**config.mk**
```make
export PLATFORM = sky130hd
export DESIGN_NAME = lji_stage
export DESIGN_NICKNAME = d
export VERILOG_FILES = /design/src/rtl/lji_pkg.sv /design/src/rtl/lji_stage.sv
export SDC_FILE = /design/constraint.sdc
export NUM_CORES = 2
export LEC_CHECK = 0
export ABC_AREA = 1
export BUFFER_PORTS_ARGS = -buffer_cell sky130_fd_sc_hd__buf_2
export CAP_MARGIN = 5
export CORE_MARGIN = 8
export CORE_UTILIZATION = 40
export CTS_BUF_LIST = sky130_fd_sc_hd__clkbuf_2 sky130_fd_sc_hd__clkbuf_4 sky130_fd_sc_hd__clkbuf_8
export DETAILED_ROUTE_END_ITERATION = 10
export HOLD_SLACK_MARGIN = 0.1
export SLEW_MARGIN = 5
export SYNTH_ARGS = -nofsm -noshare
export SYNTH_HDL_FRONTEND = slang
export SYNTH_SLANG_ARGS = --single-unit
```
**constraint.sdc**
```tcl
create_clock -name clk -period 1.3 [get_ports clk]
set_input_delay 0.065 -clock clk [delete_from_list [all_inputs] [get_ports clk]]
set_output_delay 0.065 -clock clk [all_outputs]
set_load 0.02 [all_outputs]
```
**src/rtl/lji_pkg.sv**
```systemverilog
// Package for the LCG jump-ahead and index recovery block.
// Types, LCG constants and elaboration-time constant functions; no dependencies.
`default_nettype none

package lji_pkg;

	localparam logic [31:0] LCG_MUL     = 32'd1103515245;
	localparam logic [31:0] LCG_INC     = 32'd12345;
	localparam logic [31:0] INC_INV     = 32'd1440005641;
	localparam logic [31:0] START_RESET = 32'h5555_5555;
	localparam int          LADDER_LEN  = 32;
	localparam int          LOG_BITS    = 30;

	// p = 1 + P_SCALE * seed maps a seed to LCG_MUL^n for its index n from zero
	localparam logic [31:0] P_SCALE = INC_INV * (LCG_MUL - 32'd1);

	typedef enum logic [1:0] {
		CMD_JUMP   = 2'd0,
		CMD_INDEX  = 2'd1,
		CMD_LOCATE = 2'd2,
		CMD_NONE   = 2'd3
	} cmd_t;

	// one ladder stage's payload
	typedef struct packed {
		logic                vld;
		logic                intl;
		cmd_t                cmd;
		logic [31:0]         seed;
		logic [31:0]         cnt;
		logic [31:0]         p;
		logic [31:0]         am;
		logic [31:0]         aa;
		logic [LOG_BITS-1:0] e;
	} lji_stage_t;

	typedef struct packed {
		logic        vld;
		logic        intl;
		logic [31:0] seed_out;
		logic [31:0] index_out;
		logic [31:0] idx_raw;
		logic [14:0] random_value;
	} lji_res_t;

	// multiplier of the map applied 2^j times
	function automatic logic [31:0] lcg_mul_pow2(input int j);
		logic [31:0] x;
		x = LCG_MUL;
		for (int i = 0; i < j; i++) begin
			x = x * x;
		end
		return x;
	endfunction

	// increment of the map applied 2^j times
	function automatic logic [31:0] lcg_add_pow2(input int j);
		logic [31:0] cm;
		logic [31:0] ca;
		cm = LCG_MUL;
		ca = LCG_INC;
		for (int i = 0; i < j; i++) begin
			ca = ca * (cm + 32'd1);
			cm = cm * cm;
		end
		return ca;
	endfunction

	// multiplier of the map applied n times
	function automatic logic [31:0] lcg_jump_mul(input logic [31:0] n);
		logic [31:0] am;
		logic [31:0] cm;
		am = 32'd1;
		cm = LCG_MUL;
		for (int i = 0; i < 32; i++) begin
			if (n[i]) begin
				am = am * cm;
			end
			cm = cm * cm;
		end
		return am;
	endfunction

	// increment of the map applied n times
	function automatic logic [31:0] lcg_jump_add(input logic [31:0] n);
		logic [31:0] aa;
		logic [31:0] cm;
		logic [31:0] ca;
		aa = 32'd0;
		cm = LCG_MUL;
		ca = LCG_INC;
		for (int i = 0; i < 32; i++) begin
			if (n[i]) begin
				aa = aa * cm + ca;
			end
			ca = ca * (cm + 32'd1);
			cm = cm * cm;
		end
		return aa;
	endfunction

endpackage

`default_nettype wire

```
**src/rtl/lji_stage.sv**
```systemverilog
// One ladder stage: conditional composition with the 2^j-step affine map.
// Depends on lji_pkg.
`default_nettype none

module lji_stage
	import lji_pkg::*;
(
	input  wire logic                clk,
	input  wire logic                arst_n,
	input  wire logic                en,
	input  wire logic [31:0]         cm,
	input  wire logic [31:0]         ca,
	input  wire logic [31:0]         mask,
	input  wire logic [31:0]         sel,
	input  wire logic                log_on,
	input  wire lji_stage_t          d,
	output lji_stage_t               q
);

	lji_stage_t  data_s1;
	logic        cond;
	logic [31:0] am_x;
	logic [31:0] aa_x;

	always_comb begin
		unique case (d.cmd) inside
			CMD_JUMP, CMD_INDEX: cond = |(d.cnt & sel);
			CMD_LOCATE:          cond = log_on && ((d.am & mask) != (d.p & mask));
			default:             cond = 1'b0;
		endcase
	end

	assign am_x = d.am * cm;
	assign aa_x = d.aa * cm + ca;

	always_ff @(posedge clk or negedge arst_n) begin
		if (!arst_n) begin
			data_s1 <= '0;
		end else if (en) begin
			data_s1 <= d;
			if (cond) begin
				data_s1.am <= am_x;
				data_s1.aa <= aa_x;
				if (d.cmd == CMD_LOCATE) begin
					data_s1.e <= d.e | sel[LOG_BITS-1:0];
				end
			end
		end
	end

	assign q = data_s1;

endmodule

`default_nettype wire

```
==> impl_metrics.py <==
metrics = {
    "sta": {
        "worst_slack_ns": -4.70,
        "rsz0062_at_grt": "yes",
        "max_slew_margin_pct": 52.3,
        "fin_crit_sh_pct": 462,
        "setup_tns_ns": -242.18,
        "hold_violations": 0,
        "min_period_ns": 6.00,
        "fmax_mhz": 167,
        "worst_pin_slew_ns": 0.716,
        "finalClockSkew_ns": 0,
        "slew_viol_final": 0,
        "setup_viol": 121,
    },
    "clock_tree": {
        "cts_tree": "yes",
        "cts_htree_levels": 4,
        "cts_made_buffers": 17,
        "path_clk_slew_ns": 0.13,
        "ctsLongestPathBuffers": 2,
        "clk_latency_ns": 0.54,
        "cts.sinks": 194,
        "cts_root_buf": "clkbuf_8",
    },
    "floorplan": {
        "pin_count": 520,
        "num_rows": 120,
        "dieHeight_um": 344,
        "core_mm2": 0.107,
        "dieArea_mm2": 0.118,
        "die_w_um": 344,
        "start_util_pct": 40.2,
    },
    "synth": {
        "ys_ff_latch": 194,
        "syn-num-nets": 7177,
        "yosysWarnings": 0,
        "synth.avg_cell_area_um2": 7.47,
        "synth_edf_count": 0,
        "async_flop_share_pct": 100,
        "yosys.area.top_type_share_pct": 39.4,
        "synth_top_cell_by_area": "fa_1",
        "mappedNetlistArea_mm2": 0.0430,
        "ys_seq_area_share_pct": 11.3,
        "synthFlopType": "dfrtp_1",
        "synth.distinct_cells": 41,
        "netlist_instances": 5758,
        "yosysMostFrequentCell": "nand2_1",
        "synth_commonest_cells": "nand2_1 (1,836), inv_1 (1,608), fa_1 (846)",
        "synth_area_leaders": "fa_1 (39%), nand2_1 (16%), inv_1 (14%)",
    },
    "grt": {
        "grt_pass1_wl_um": 269000,
        "grt_util_met2_pct": 46.8,
        "gr-max-usage-layer": "met2",
        "grt_util_all_layers_pct": 30.2,
        "grt_overflow_total": 0,
        "met1_usage_pct": 40.5,
        "grtUsageMet3_pct": 6.66,
        "antenna_found_initial": 27,
        "grt_max_degree": 42,
        "grt_pass1_vias": 43700,
    },
    "critical_path": {
        "cp_common_cell": "inv_2",
        "crit_required_ns": 1.74,
        "path_class": "input pin to flip-flop",
        "startpoint_type": "input pin",
        "slowest_stage": "fa_2",
        "r2r_setup_slack_ns": 0.08,
        "crit_fanout": 10,
        "ff2ff_path_depth": 3,
        "path_depth": 28,
        "path_delay_family": "adder cells",
        "cp-end-kind": "flip-flop",
        "critPathMaxStageDelay_ns": 0.65,
        "critPathBufInv": 10,
        "cp_data_arrival_time_ns": 6.45,
    },
    "detailed_routing": {
        "routed_wl_um": 182000,
        "drtIter0Drc": 3398,
        "first_pass_iters": 5,
        "via_per_inst": 4.97,
        "drcViolationCount": 0,
        "ant_nets": 0,
        "vias": 42300,
        "wl_per_cell_um": 21.4,
    },
    "place": {
        "gp_congestion": 1.01,
        "place_ws_ns": -5.55,
        "dp_hpwl_um": 147000,
        "port_buffers": 519,
        "placed_area_mm2": 0.0533,
    },
    "run_status": {
        "violations": "negative setup slack",
        "run_status": "finished with violations",
    },
    "worst_hold_path": {
        "hp-class": "input pin to flip-flop",
        "hold_depth": 5,
    },
    "finish": {
        "drive_gt1_share_pct": 28.3,
        "fin_nets": 8485,
        "largest_register_ffs": 194,
        "finalInstanceArea_mm2": 0.0614,
        "syn_to_final_growth_pct": 42.8,
        "postLayoutCoreUtil_pct": 57.4,
    },
    "run": {
        "maxCapViolCount": 0,
    },
}
cells in the final DEF, fill, tap and decap left out, types with 130 or more instances in the layout:
cell type	count
inv_1	1470
nand2_1	1732
buf_6	130
dfrtp_1	190
inv_2	134
dlygate4sd3_1	258
ha_1	147
fa_1	778
buf_4	580
buf_2	450
tightest hold or removal path, stage by stage:
cell and delay, ns:
buf_2 0.08, ha_1 0.14, ha_1 0.13, nor2_1 0.04, o21ai_1 0.14
repair_timing:
action,CTS,global route
cloned,3,11
hold endpoints to repair,375,5
gates resized for setup,566,459
hold buffers,255,5
pin swaps,226,316
setup endpoints to repair,106,195
buffers inserted,57,71
cell families after synthesis:
logic type / share of synthesized area [%]
AND/OR/NAND/NOR: 19.6
buffers and inverters: 16.8
adder cells (fa/ha/maj): 46.6
AO/OA/AOI/OAI: 3.99
flip-flops: 11.3
XOR/XNOR: 1.73
per-stage QoR:
step / hold slack, ns / std cells
after CTS: 0.0664 / 8404
after detailed placement: 0.0166 / 8069
final: 0.0981 / 8500
after global routing: 0.109 / 8493
after global placement: 0.0177 / 8069
after floorplan: -0.231 / 5758
worst paths after layout:
| path | startpoint | to |
|---|---|---|
| setup / recovery | cm[19] | q[93] |
| hold reg to reg | q[160] | q[160] |
| setup reg to reg | q[132] | q[132] |
| hold / removal | ca[0] | q[31] |
| min in group asynchronous | arst_n | q[11] |
| max in group asynchronous | arst_n | q[78] |
metal layers:
| metal | up-vias | wire length, µm |
|---|---|---|
| met5 | - | 92 |
| met4 | 14 | 9640 |
| met3 | 344 | 18500 |
| met2 | 2028 | 80800 |
| met1 | 21000 | 73200 |
| li1 | 18900 | - |
layout make-up:
cell class / count / area [µm²]
Fill cell: 9590 / 45500
Multi-Input combinational cell: 3661 / 34400
Timing Repair Buffer: 1582 / 13800
Inverter: 1610 / 6060
Sequential cell: 194 / 4860
Tap cell: 1403 / 1760
Clock buffer: 17 / 234
Clock inverter: 15 / 220
Antenna cell: 18 / 45.0
Power is not shown: default switching activity piles up to over one toggle a cycle in this logic, so the estimate is an artifact.
